### config.mk
export PLATFORM = sky130hd
export DESIGN_NAME = lkpf_front
export DESIGN_NICKNAME = d
export VERILOG_FILES = /design/src/hdl/assert_macros.svh /design/src/hdl/lkpf_pkg.sv /design/src/hdl/lkpf_front.sv
export SDC_FILE = /design/constraint.sdc
export NUM_CORES = 1
export LEC_CHECK = 0
export ABC_AREA = 1
export BUFFER_PORTS_ARGS = -buffer_cell sky130_fd_sc_hd__buf_4
export CAP_MARGIN = 20
export CORE_UTILIZATION = 61
export DETAILED_ROUTE_END_ITERATION = 8
export PLACE_DENSITY = 0.84
export SKIP_CTS_REPAIR_TIMING = 1
export SLEW_MARGIN = 20
export SYNTH_ARGS = -nofsm -noshare
export SYNTH_HDL_FRONTEND = slang
export SYNTH_SLANG_ARGS = --single-unit
### constraint.sdc
create_clock -name i_clk -period 9.5 [get_ports i_clk]
set_input_delay 0.95 -clock i_clk [delete_from_list [all_inputs] [get_ports i_clk]]
set_output_delay 0.95 -clock i_clk [all_outputs]
set_load 0.02 [all_outputs]
### src/hdl/assert_macros.svh
// Assertion macros shared by the lucas_kanade_patch_flow RTL.
`ifndef ASSERT_MACROS_SVH
`define ASSERT_MACROS_SVH

// Condition must never be true at a clock edge outside reset.
`define LKPF_NEVER(lbl, cond, msg) \
    lbl: assert property (@(posedge i_clk) disable iff (!i_rst_n) !(cond)) else $error(msg);

// Whenever trig holds, prop must hold in the same cycle.
`define LKPF_IMPLY(lbl, trig, prop, msg) \
    lbl: assert property (@(posedge i_clk) disable iff (!i_rst_n) (trig) |-> (prop)) \
        else $error(msg);

`endif

### src/hdl/lkpf_pkg.sv
// Types and constants shared by the Lucas-Kanade patch flow modules.
`timescale 1ns / 1ps

package lkpf_pkg;

    localparam int PIX_W   = 8;
    localparam int GRAD_W  = PIX_W + 1;         // signed pixel difference
    localparam int PROD_W  = 2 * GRAD_W;        // gradient product
    localparam int SQ_W    = 24;                // unsigned square sums
    localparam int XS_W    = 25;                // signed cross sums
    localparam int MUL_W   = 2 * XS_W;          // solve multiplier product
    localparam int ACC_W   = MUL_W + 1;         // determinant and numerators
    localparam int FRAC_SH = 10;                // 512 * 2 for round-half-up
    localparam int QUO_W   = 17;                // quotient bits before clamp
    localparam int DIV_W   = ACC_W + FRAC_SH + QUO_W + 2;
    localparam int QCNT_W  = $clog2(QUO_W);
    localparam int OUT_W   = 16;

    localparam logic [QUO_W-1:0] Q_POS_LIM = QUO_W'(32767);
    localparam logic [QUO_W-1:0] Q_NEG_LIM = QUO_W'(32768);
    localparam logic [OUT_W-1:0] SAT_POS   = 16'h7FFF;
    localparam logic [OUT_W-1:0] SAT_NEG   = 16'h8000;

    localparam int QDEPTH = 2;
    localparam int QPTR_W = $clog2(QDEPTH);
    localparam int QCNT_QW = $clog2(QDEPTH + 1);

    typedef struct packed {
        logic [PIX_W-1:0] prev_left;
        logic [PIX_W-1:0] prev_right;
        logic [PIX_W-1:0] prev_above;
        logic [PIX_W-1:0] prev_below;
        logic [PIX_W-1:0] prev_center;
        logic [PIX_W-1:0] curr_pixel;
        logic             last;
    } t_in_word;

    typedef struct packed {
        logic signed [OUT_W-1:0] delta_x;
        logic signed [OUT_W-1:0] delta_y;
        logic                    status;
    } t_out_word;

    typedef struct packed {
        logic [SQ_W-1:0]        sxx;
        logic [SQ_W-1:0]        syy;
        logic signed [XS_W-1:0] sxy;
        logic signed [XS_W-1:0] sxt;
        logic signed [XS_W-1:0] syt;
    } t_sums;

    typedef struct packed {
        logic full;
        logic empty;
    } t_q_stat;

    typedef enum logic [2:0] {
        ST_IDLE,
        ST_MUL,
        ST_CHECK,
        ST_DSET,
        ST_DIV,
        ST_DFIN,
        ST_OUT
    } t_solve_state;

    // Product schedule of the shared solve multiplier.
    typedef enum logic [2:0] {
        MS_XX_YY,
        MS_XY_XY,
        MS_XY_YT,
        MS_YY_XT,
        MS_XY_XT,
        MS_XX_YT,
        MS_DRAIN
    } t_mul_step;

endpackage

### src/hdl/lkpf_front.sv
// Front end: gradient products and per-patch accumulation, one word per cycle unless the queue is full.
`timescale 1ns / 1ps

module lkpf_front import lkpf_pkg::*; (
    input  logic     i_clk,
    input  logic     i_rst_n,
    input  logic     i_valid,
    output logic     o_stall,
    input  t_in_word i_data,
    input  t_q_stat  i_q_stat,
    output logic     o_push,
    output t_sums    o_sums
);

    logic [SQ_W-1:0]        r_sxx, r_syy;
    logic signed [XS_W-1:0] r_sxy, r_sxt, r_syt;
    t_sums                  n_sums;

    logic signed [GRAD_W-1:0] gx, gy, gt;
    logic signed [PROD_W-1:0] pxx, pyy, pxy, pxt, pyt;
    logic                     accept;

    assign gx = $signed({1'b0, i_data.prev_right}) - $signed({1'b0, i_data.prev_left});
    assign gy = $signed({1'b0, i_data.prev_below}) - $signed({1'b0, i_data.prev_above});
    assign gt = $signed({1'b0, i_data.curr_pixel}) - $signed({1'b0, i_data.prev_center});

    assign pxx = gx * gx;
    assign pyy = gy * gy;
    assign pxy = gx * gy;
    assign pxt = gx * gt;
    assign pyt = gy * gt;

    // Sums wrap at their widths.
    always_comb begin
        n_sums.sxx = r_sxx + SQ_W'(pxx);
        n_sums.syy = r_syy + SQ_W'(pyy);
        n_sums.sxy = r_sxy + XS_W'(pxy);
        n_sums.sxt = r_sxt + XS_W'(pxt);
        n_sums.syt = r_syt + XS_W'(pyt);
    end

    assign o_stall = i_q_stat.full;
    assign accept  = i_valid && !i_q_stat.full;
    assign o_push  = accept && i_data.last;
    assign o_sums  = n_sums;

    always_ff @(posedge i_clk) begin
        if (!i_rst_n) begin
            r_sxx <= '0;
            r_syy <= '0;
            r_sxy <= '0;
            r_sxt <= '0;
            r_syt <= '0;
        end else if (accept) begin
            if (i_data.last) begin
                r_sxx <= '0;
                r_syy <= '0;
                r_sxy <= '0;
                r_sxt <= '0;
                r_syt <= '0;
            end else begin
                r_sxx <= n_sums.sxx;
                r_syy <= n_sums.syy;
                r_sxy <= n_sums.sxy;
                r_sxt <= n_sums.sxt;
                r_syt <= n_sums.syt;
            end
        end
    end

endmodule

==> results.ini <==
[place]
dp.cells = 4264
dp_hpwl_um = 54900
dp_slack_ns = 0.208
numPortBuffers = 177
gp_congestion = 0.967

[timing]
relSlewSlack = 0.414
hold_viol_final = 0
final_max_slew_viol_count = 0
tns_ns = 0
skew_ns = 0.0135
rsz0062_at_grt = yes
final.period_utilization = 0.963
setup_slack_ns = 0.353
worst_pin_slew_ns = 0.879
fmax_mhz = 109
finalSetupViolations = 0
fin_crit_ns = 9.15

[clock_network]
htreeDepth = 4
clock_latency_ns = 0.50
clockBufferDepth = 2
cts_buffers = 17
path_clk_slew_ns = 0.06
cts-root-buf = clkbuf_16
cts_sinks = 123
tritoncts = built

[finish]
nNetsFinal = 4522
drive_gt1_frac = 0.105
final_cell_mix = nand2_1 (767), inv_1 (695), fa_1 (413)
utilization = 0.694
fin_cells = 4304
seqCellArea_sq_mm = 0.00246
antenna_cells = 0
layout_commonest_cell = nand2_1
multi_input_area_sq_mm = 0.0219
fill_cells = 3377
area_growth_pct = 11.1

[yosys]
yosysSeqAreaShare = 0.0907
ys_types = 55
syn_inst = 3543
synthesis.area_sq_mm = 0.0272
avgSynthCellArea_sq_um = 7.67
ys_ff_latch = 123
ys_warn_count = 0
syn_nets = 4359

[worst_setup_path]
cp.required_ns = 8.55
crit_family = adder cells
slowest_stage = fa_1
rr_worst_depth = 14
cp.depth = 44
worstSetupStartpointType = input port
critPathMostFrequentCell = nand2_1
path_buf_inv = 10
critPathArrivalTime_ns = 8.20
crit_fanout = 5
worstSetupEndpointType = output pin
cpPeakStageDelay_ns = 0.52
critical_path_class = input port to output pin

[outcome]
status = complete, no violations

[drt]
first_iter_violations = 1736
routed_wl_um = 68600
vias = 23600
ant_nets = 0
wl_per_cell_um = 15.9
vias_per_cell = 5.48
firstDrtPassIters = 5
drcViolationCount = 0

[floorplan]
core_area_sq_mm = 0.0435
dieHeight_um = 213
top_level_ports = 179
core.rowCount = 76
die_w_um = 213
die_area_sq_mm = 0.0454
initial_core_util = 0.625

[global_route]
grt_first_pass_wirelength_um = 113000
grt_max_degree = 73
first_global_vias = 23900
overflow = 0
antenna_found_initial = 1
grt_usage = 0.316

[job]
cap_violations = 0

[hold_path]
holdPathStages = 2
hold_class = register to register

metrics by stage:
stage               hold WS (ns)  instance area [sq um]
finish                     0.470                  30200
global route               0.485                  30200
CTS                        0.472                  29800
detailed placement         0.461                  29200
global placement           0.456                  29200
floorplan                  0.450                  27200
synthesized netlist by cell type (all sizes together):
master,number,area share
a21o,15,0.0041
a22oi,3,0.00083
xnor2,53,0.017
a31oi,6,0.0014
o21ai,90,0.017
o22ai,1,0.00023
clkinv,2,0.00028
a21boi,7,0.0023
dfxtp,123,0.091
nand3b,2,0.00055
or2,18,0.0042
a21oi,297,0.055
fa,416,0.31
nor3,23,0.0053
o211a,1,0.00037
a21bo,1,0.00037
buf,35,0.0075
nand2,795,0.11
and2,17,0.0039
ha,346,0.16
xor2,84,0.027
inv,710,0.098
o31ai,4,0.0011
nand3,110,0.020
o31a,1,0.00032
o2111ai,1,0.00032
clkbuf,56,0.0077
nand4,25,0.0058
o21bai,18,0.0050
nor2,267,0.038
o211ai,4,0.0015
nor4,8,0.0033
o21a,4,0.0011
per-layer routing:
metal  vias to the layer above  track usage  part of all wire
li1                      11300            -                 -
met1                     11300        0.392              0.40
met2                       820        0.541              0.49
met3                       204       0.0618             0.070
met4                         2        0.122             0.035
met5                         -            0           0.00019
final timing paths:
kind	startpoint	to	slack, ns
setup / recovery	i_data[33]	o_sums[122]	0.35
hold / removal	r_syy[2]	r_syy[2]	0.47
setup reg to reg	r_syt[8]	r_syt[17]	5.70
hold reg to reg	r_syy[2]	r_syy[2]	0.47
flip-flops by register name, indices dropped and copies added, names as in the netlist:
signal and count:
r_syt 25, r_sxy 25, r_sxx 24, r_syy 24
r_sxt 25
tightest hold or removal path, cell delays in order, from the launching register on:
cell,delay [ns]
dfxtp_1,0.31
nand2_1,0.06
a21oi_1,0.05
layout make-up:
cell class,instances,area share
Timing Repair Buffer,235,0.0586
Inverter,712,0.0888
Multi-Input combinational cell,2617,0.725
Tap cell,585,0.0243
Clock buffer,20,0.0155
Sequential cell,123,0.0816
Clock inverter,12,0.00614
cells by family (layout without fill, tap and decap cells):
family                     Yosys count  after routing  synth area share
AOI/OAI and AO/OA                  453            453            0.0915
xor gates and xnor gates           137            137            0.0445
adders and majority gates          762            762             0.466
buffers and inverters              803            979             0.114
DFF                                123            123            0.0907
and+or+nand+nor                   1265           1265             0.194
Power is left out: the tool's default activity adds up to more than one toggle a clock period on the data nets, which glitch-free logic cannot reach.
