## src/hdl/assert_macros.svh

```systemverilog
// Assertion macros shared by the lucas_kanade_patch_flow RTL.
`ifndef ASSERT_MACROS_SVH
`define ASSERT_MACROS_SVH

// Condition must never be true at a clock edge outside reset.
`define LKPF_NEVER(lbl, cond, msg) \
    lbl: assert property (@(posedge i_clk) disable iff (!i_rst_n) !(cond)) else $error(msg);

// Whenever trig holds, prop must hold in the same cycle.
`define LKPF_IMPLY(lbl, trig, prop, msg) \
    lbl: assert property (@(posedge i_clk) disable iff (!i_rst_n) (trig) |-> (prop)) \
        else $error(msg);

`endif

```

## src/hdl/lkpf_pkg.sv

```systemverilog
// Types and constants shared by the Lucas-Kanade patch flow modules.
`timescale 1ns / 1ps

package lkpf_pkg;

    localparam int PIX_W   = 8;
    localparam int GRAD_W  = PIX_W + 1;         // signed pixel difference
    localparam int PROD_W  = 2 * GRAD_W;        // gradient product
    localparam int SQ_W    = 24;                // unsigned square sums
    localparam int XS_W    = 25;                // signed cross sums
    localparam int MUL_W   = 2 * XS_W;          // solve multiplier product
    localparam int ACC_W   = MUL_W + 1;         // determinant and numerators
    localparam int FRAC_SH = 10;                // 512 * 2 for round-half-up
    localparam int QUO_W   = 17;                // quotient bits before clamp
    localparam int DIV_W   = ACC_W + FRAC_SH + QUO_W + 2;
    localparam int QCNT_W  = $clog2(QUO_W);
    localparam int OUT_W   = 16;

    localparam logic [QUO_W-1:0] Q_POS_LIM = QUO_W'(32767);
    localparam logic [QUO_W-1:0] Q_NEG_LIM = QUO_W'(32768);
    localparam logic [OUT_W-1:0] SAT_POS   = 16'h7FFF;
    localparam logic [OUT_W-1:0] SAT_NEG   = 16'h8000;

    localparam int QDEPTH = 2;
    localparam int QPTR_W = $clog2(QDEPTH);
    localparam int QCNT_QW = $clog2(QDEPTH + 1);

    typedef struct packed {
        logic [PIX_W-1:0] prev_left;
        logic [PIX_W-1:0] prev_right;
        logic [PIX_W-1:0] prev_above;
        logic [PIX_W-1:0] prev_below;
        logic [PIX_W-1:0] prev_center;
        logic [PIX_W-1:0] curr_pixel;
        logic             last;
    } t_in_word;

    typedef struct packed {
        logic signed [OUT_W-1:0] delta_x;
        logic signed [OUT_W-1:0] delta_y;
        logic                    status;
    } t_out_word;

    typedef struct packed {
        logic [SQ_W-1:0]        sxx;
        logic [SQ_W-1:0]        syy;
        logic signed [XS_W-1:0] sxy;
        logic signed [XS_W-1:0] sxt;
        logic signed [XS_W-1:0] syt;
    } t_sums;

    typedef struct packed {
        logic full;
        logic empty;
    } t_q_stat;

    typedef enum logic [2:0] {
        ST_IDLE,
        ST_MUL,
        ST_CHECK,
        ST_DSET,
        ST_DIV,
        ST_DFIN,
        ST_OUT
    } t_solve_state;

    // Product schedule of the shared solve multiplier.
    typedef enum logic [2:0] {
        MS_XX_YY,
        MS_XY_XY,
        MS_XY_YT,
        MS_YY_XT,
        MS_XY_XT,
        MS_XX_YT,
        MS_DRAIN
    } t_mul_step;

endpackage

```

## src/hdl/lkpf_solve.sv

```systemverilog
// Back end: 2x2 solve with a shared multiplier and a radix-2 divider.
`timescale 1ns / 1ps

module lkpf_solve import lkpf_pkg::*; (
    input  logic      i_clk,
    input  logic      i_rst_n,
    input  t_q_stat   i_q_stat,
    output logic      o_pop,
    input  t_sums     i_sums,
    output logic      o_valid,
    input  logic      i_stall,
    output t_out_word o_data
);

    t_solve_state r_state, n_state;
    t_mul_step    r_step, r_pstep;
    logic         r_sel;
    logic [QCNT_W-1:0] r_cnt;
    logic         r_ovalid;

    logic [SQ_W-1:0]         r_sxx, r_syy;
    logic signed [XS_W-1:0]  r_sxy, r_sxt, r_syt;
    logic signed [MUL_W-1:0] r_prod;
    logic signed [ACC_W-1:0] r_det, r_nu, r_nv;
    logic                    r_neg, r_ovf;
    logic [DIV_W-1:0]        r_rem, r_dvs;
    logic [QUO_W-1:0]        r_q;
    logic signed [OUT_W-1:0] r_dx, r_dy;
    logic                    r_status;
    t_out_word               r_odata;

    logic signed [XS_W-1:0]  mul_a, mul_b;
    logic signed [ACC_W-1:0] num_sel;
    logic [ACC_W-1:0]        mag_n, mag_d;
    logic [DIV_W-1:0]        div_a, div_b;
    logic                    div_ovf, div_ge;
    logic [OUT_W-1:0]        sat_val;
    logic                    pop, load_out;

    // Operand select for the multiplier schedule.
    always_comb begin
        unique case (r_step)
            MS_XX_YY: begin mul_a = $signed({1'b0, r_sxx}); mul_b = $signed({1'b0, r_syy}); end
            MS_XY_XY: begin mul_a = r_sxy; mul_b = r_sxy; end
            MS_XY_YT: begin mul_a = r_sxy; mul_b = r_syt; end
            MS_YY_XT: begin mul_a = $signed({1'b0, r_syy}); mul_b = r_sxt; end
            MS_XY_XT: begin mul_a = r_sxy; mul_b = r_sxt; end
            MS_XX_YT: begin mul_a = $signed({1'b0, r_sxx}); mul_b = r_syt; end
            default:  begin mul_a = '0; mul_b = '0; end
        endcase
    end

    // Divider setup: q = (|N|*1024 + |D|) / (2|D|), 17 quotient bits.
    always_comb begin
        num_sel = r_sel ? r_nv : r_nu;
        mag_n   = num_sel[ACC_W-1] ? ACC_W'(-num_sel) : ACC_W'(num_sel);
        mag_d   = r_det[ACC_W-1] ? ACC_W'(-r_det) : ACC_W'(r_det);
        div_a   = (DIV_W'(mag_n) << FRAC_SH) + DIV_W'(mag_d);
        div_b   = DIV_W'(mag_d) << 1;
        div_ovf = (div_a >= (div_b << QUO_W));
        div_ge  = (r_rem >= r_dvs);
    end

    // Round-to-nearest quotient clamped to Q6.9.
    always_comb begin
        if (r_neg) begin
            sat_val = (r_ovf || r_q > Q_NEG_LIM) ? SAT_NEG : OUT_W'(~r_q + QUO_W'(1));
        end else begin
            sat_val = (r_ovf || r_q > Q_POS_LIM) ? SAT_POS : OUT_W'(r_q);
        end
    end

    // Next state.
    always_comb begin
        n_state = r_state;
        unique case (r_state)
            ST_IDLE:  if (!i_q_stat.empty) n_state = ST_MUL;
            ST_MUL:   if (r_step == MS_DRAIN) n_state = ST_CHECK;
            ST_CHECK: n_state = (r_det == '0) ? ST_OUT : ST_DSET;
            ST_DSET:  n_state = ST_DIV;
            ST_DIV:   if (r_cnt == '0) n_state = ST_DFIN;
            ST_DFIN:  n_state = r_sel ? ST_OUT : ST_DSET;
            ST_OUT:   if (!r_ovalid || !i_stall) n_state = ST_IDLE;
            default:  n_state = ST_IDLE;
        endcase
    end

    // State outputs.
    always_comb begin
        pop      = (r_state == ST_IDLE) && !i_q_stat.empty;
        load_out = (r_state == ST_OUT) && (!r_ovalid || !i_stall);
    end

    assign o_pop   = pop;
    assign o_valid = r_ovalid;
    assign o_data  = r_odata;

    always_ff @(posedge i_clk) begin
        if (!i_rst_n) begin
            r_state  <= ST_IDLE;
            r_step   <= MS_XX_YY;
            r_sel    <= 1'b0;
            r_cnt    <= '0;
            r_ovalid <= 1'b0;
        end else begin
            r_state <= n_state;
            if (pop) begin
                r_step <= MS_XX_YY;
            end else if (r_state == ST_MUL && r_step != MS_DRAIN) begin
                r_step <= t_mul_step'(r_step + 3'd1);
            end
            if (r_state == ST_CHECK) begin
                r_sel <= 1'b0;
            end else if (r_state == ST_DFIN) begin
                r_sel <= 1'b1;
            end
            if (r_state == ST_DSET) begin
                r_cnt <= QCNT_W'(QUO_W - 1);
            end else if (r_state == ST_DIV) begin
                r_cnt <= r_cnt - QCNT_W'(1);
            end
            if (load_out) begin
                r_ovalid <= 1'b1;
            end else if (!i_stall) begin
                r_ovalid <= 1'b0;
            end
        end
    end

    always_ff @(posedge i_clk) begin
        if (pop) begin
            r_sxx <= i_sums.sxx;
            r_syy <= i_sums.syy;
            r_sxy <= i_sums.sxy;
            r_sxt <= i_sums.sxt;
            r_syt <= i_sums.syt;
        end
        if (r_state == ST_MUL) begin
            r_prod  <= mul_a * mul_b;
            r_pstep <= r_step;
            if (r_step != MS_XX_YY) begin
                unique case (r_pstep)
                    MS_XX_YY: r_det <= ACC_W'(r_prod);
                    MS_XY_XY: r_det <= r_det - ACC_W'(r_prod);
                    MS_XY_YT: r_nu  <= ACC_W'(r_prod);
                    MS_YY_XT: r_nu  <= r_nu - ACC_W'(r_prod);
                    MS_XY_XT: r_nv  <= ACC_W'(r_prod);
                    MS_XX_YT: r_nv  <= r_nv - ACC_W'(r_prod);
                    default:  ;
                endcase
            end
        end
        if (r_state == ST_CHECK) begin
            r_dx     <= '0;
            r_dy     <= '0;
            r_status <= (r_det == '0);
        end
        if (r_state == ST_DSET) begin
            r_rem <= div_a;
            r_dvs <= div_b << (QUO_W - 1);
            r_ovf <= div_ovf;
            r_neg <= num_sel[ACC_W-1] ^ r_det[ACC_W-1];
            r_q   <= '0;
        end
        if (r_state == ST_DIV) begin
            r_rem <= div_ge ? r_rem - r_dvs : r_rem;
            r_dvs <= r_dvs >> 1;
            r_q   <= {r_q[QUO_W-2:0], div_ge};
        end
        if (r_state == ST_DFIN) begin
            if (r_sel) begin
                r_dy <= $signed(sat_val);
            end else begin
                r_dx <= $signed(sat_val);
            end
        end
        if (load_out) begin
            r_odata.delta_x <= r_dx;
            r_odata.delta_y <= r_dy;
            r_odata.status  <= r_status;
        end
    end

endmodule

```

## config.mk

```make
export PLATFORM = sky130hd
export DESIGN_NAME = lkpf_solve
export DESIGN_NICKNAME = d
export VERILOG_FILES = /design/src/hdl/assert_macros.svh /design/src/hdl/lkpf_pkg.sv /design/src/hdl/lkpf_solve.sv
export SDC_FILE = /design/constraint.sdc
export NUM_CORES = 2
export LEC_CHECK = 0
export BUFFER_PORTS_ARGS = -buffer_cell sky130_fd_sc_hd__clkbuf_2
export CORE_ASPECT_RATIO = 0.7
export CORE_MARGIN = 5
export CORE_UTILIZATION = 55
export DETAILED_ROUTE_END_ITERATION = 12
export GPL_TIMING_DRIVEN = 0
export HOLD_SLACK_MARGIN = 0.05
export PLACE_DENSITY = 0.77
export SYNTH_ARGS = -nofsm -noshare
export SYNTH_HDL_FRONTEND = slang
export SYNTH_SLANG_ARGS = --single-unit
```

## constraint.sdc

```tcl
create_clock -name i_clk -period 29.7 [get_ports i_clk]
set_input_delay 5.94 -clock i_clk [delete_from_list [all_inputs] [get_ports i_clk]]
set_output_delay 5.94 -clock i_clk [all_outputs]
set_load 0.05 [all_outputs]
```

==> impl_metrics.tcl <==
set metrics [dict create \
    syn_area_mm2 0.0637 \
    coreArea_mm2 0.115 \
    r2r_slack_ps 16900 \
    grt_pass1_vias 52300 \
    setup_viol 0 \
    synth_seq_area_share 0.264 \
    clock_sinks 575 \
    htree_levels 2 \
    finalHoldViolations 0 \
    numCtsBuffers 61 \
    tightest_slew_ps 1500 \
    syn_area_per_cell_um2 9.14 \
    met1_usage 0.544 \
    synth_fp_nets 8224 \
    die_x_um 417 \
    detail-route-antenna-nets 0 \
    violations "capacitance limit, slew limit" \
    routed_wl_mm 218 \
    rows 104 \
    dp_hpwl_mm 181 \
    instances_no_fill 8832 \
    synth-async-reset-ratio 0 \
    layout_common_cells "inv_1, nand2_1, fa_1" \
    cp.arrival_ps 7020 \
    final.setup.tns_ps 0 \
    ys_ff_latch 575 \
    cts.clk_slew.worst_paths_ps 60 \
    fin_nets 8488 \
    cts_buffer_depth 3 \
    io_pins 163 \
    ys_warn_count 0 \
    drt-pass1-iter-count 9 \
    grt_start_max_net_pins 63 \
    rsz0062_at_grt "false" \
    crit_fanout 9 \
    ys.flop_type "edfxtp_1" \
    vias_per_cell 6.14 \
    avgRoutedWirePerCell_um 24.6 \
    syn-instance-count 6977 \
    drv_slew 1 \
    worstPathRequired_ps 23760 \
    drive_gt1_frac 0.0549 \
    cts-root-buf "clkbuf_16" \
    fillers 10100 \
    layout_commonest_cell "inv_1" \
    place_area_mm2 0.0670 \
    synth_edf_count 530 \
    die_h_um 295 \
    grt-ovfl-total 0 \
    end_kind "primary output" \
    slew_headroom -0.0239 \
    place_congestion 1.03 \
    grtUsageMet2 0.452 \
    post-route-period-util 0.436 \
    portBuffers 161 \
    drc_errors 0 \
    grt_util_all_layers 0.351 \
    max_cap_viol_count 1 \
    drt_iter0_drc 7410 \
    hold_buffers 0 \
    antenna_found_initial 8 \
    grt_pass1_wl_mm 328 \
    die_area_mm2 0.123 \
    placed_cells 8715 \
    hold_class "reg2reg" \
    start_util 0.554 \
    cts_tree "done" \
    postCtsSetupBuffers 0 \
    status "finished, violations left" \
    final_area_mm2 0.0691 \
    fmaxAchievable_ghz 0.0771 \
    grt.met3_usage 0.155 \
    fin_worst_skew_ps 76.2 \
    via_count 54300 \
    area.growth.synth_to_final_pct 8.35 \
    fin_crit_ps 12960 \
    cts_resized 0 \
    cp-start-kind "input port" \
    critical_path_class "in2out" \
    clk_latency_ps 730 \
    busiest_layer "met1" \
    synth.distinct_cells 103 \
]
cells in the mapped netlist (30+ instances only):
cell type	n	area, um^2
a211oi_1	30	225
a21o_1	182	1370
a21oi_1	411	2060
a31oi_1	44	275
and2_1	89	557
and3_1	39	244
clkbuf_1	254	953
dfxtp_1	45	901
edfxtp_1	530	15900
fa_1	663	13300
ha_1	456	5710
inv_1	938	3520
mux2i_1	40	400
nand2_1	872	3270
nand2b_1	89	557
nand3_1	116	581
nand4_1	60	375
nor2_1	550	2060
nor2b_1	46	288
nor3_1	79	395
o21a_1	58	435
o21ai_0	392	1960
o21bai_1	40	300
o31ai_1	47	353
or3_1	56	350
xnor2_1	232	2030
xor2_1	167	1460
cell families (layout without fill, tap and decap cells):
group	after synthesis	in the layout	synth area share
compound gates	1473	1473	0.147
xor+xnor	399	399	0.0548
fa+ha+maj	1119	1119	0.298
buf+inv	1212	1526	0.0720
flops	575	575	0.264
mux	64	64	0.0105
other cells	1	5	0.0000588
simple gates	2134	2134	0.154
state kept, by name (all words and copies together) (netlist names), 3 cells and up:
signal,cells
r_state,3
r_sxx,24
r_prod,50
r_cnt,5
r_step,3
r_pstep,3
r_sxt,25
r_rem,80
r_dvs,68
r_syy,24
r_q,17
r_nu,51
r_det,51
r_sxy,25
r_dy,16
o_data,33
r_dx,16
r_syt,25
r_nv,51
layer usage:
| metal | up-vias | share of wire |
|---|---|---|
| met4 | 4 | 0.019 |
| met1 | 26600 | 0.44 |
| met5 | - | 0.00012 |
| li1 | 24200 | - |
| met3 | 276 | 0.16 |
| met2 | 3215 | 0.37 |
worst paths after layout:
check,startpoint,endpoint,cells after the start
setup / recovery,i_q_stat[0],o_pop,5
setup reg to reg,r_sel,r_ovf,40
hold / removal,r_status,o_data[0],0
hold reg to reg,r_status,o_data[0],0
stage by stage:
| stage | utilization | worst slack, ps | hold slack, ps |
|---|---|---|---|
| 6_report | 0.600 | 16740 | 429 |
| 2_1_floorplan | - | 4850 | 400 |
| 4_1_cts | 0.600 | 16740 | 430 |
| 3_3_place_gp | 0.578 | -801 | 410 |
| 5_1_grt | 0.600 | 16730 | 434 |
| 3_5_place_dp | 0.582 | 16740 | 415 |
critical path: stages:
cell and delay (ps):
clkbuf_2 120, nor4_2 180, buf_4 280, buf_4 210
clkbuf_2 290
final cells by class:
cell class | count | area, um^2 | share of cell area
clock inverters | 39 | 422 | 0.00611
well taps | 1537 | 1920 | 0.0278
flip-flops and latches | 575 | 16800 | 0.243
plain buffers | 273 | 1060 | 0.0154
multi-input cells | 5190 | 42400 | 0.614
repair buffers | 201 | 1250 | 0.0181
diodes | 4 | 10.0 | 0.000145
clock buffers | 74 | 1640 | 0.0237
inverters | 939 | 3520 | 0.0510
Power is not shown: default switching activity piles up to over one toggle a cycle in this logic, so the estimate is an artifact.
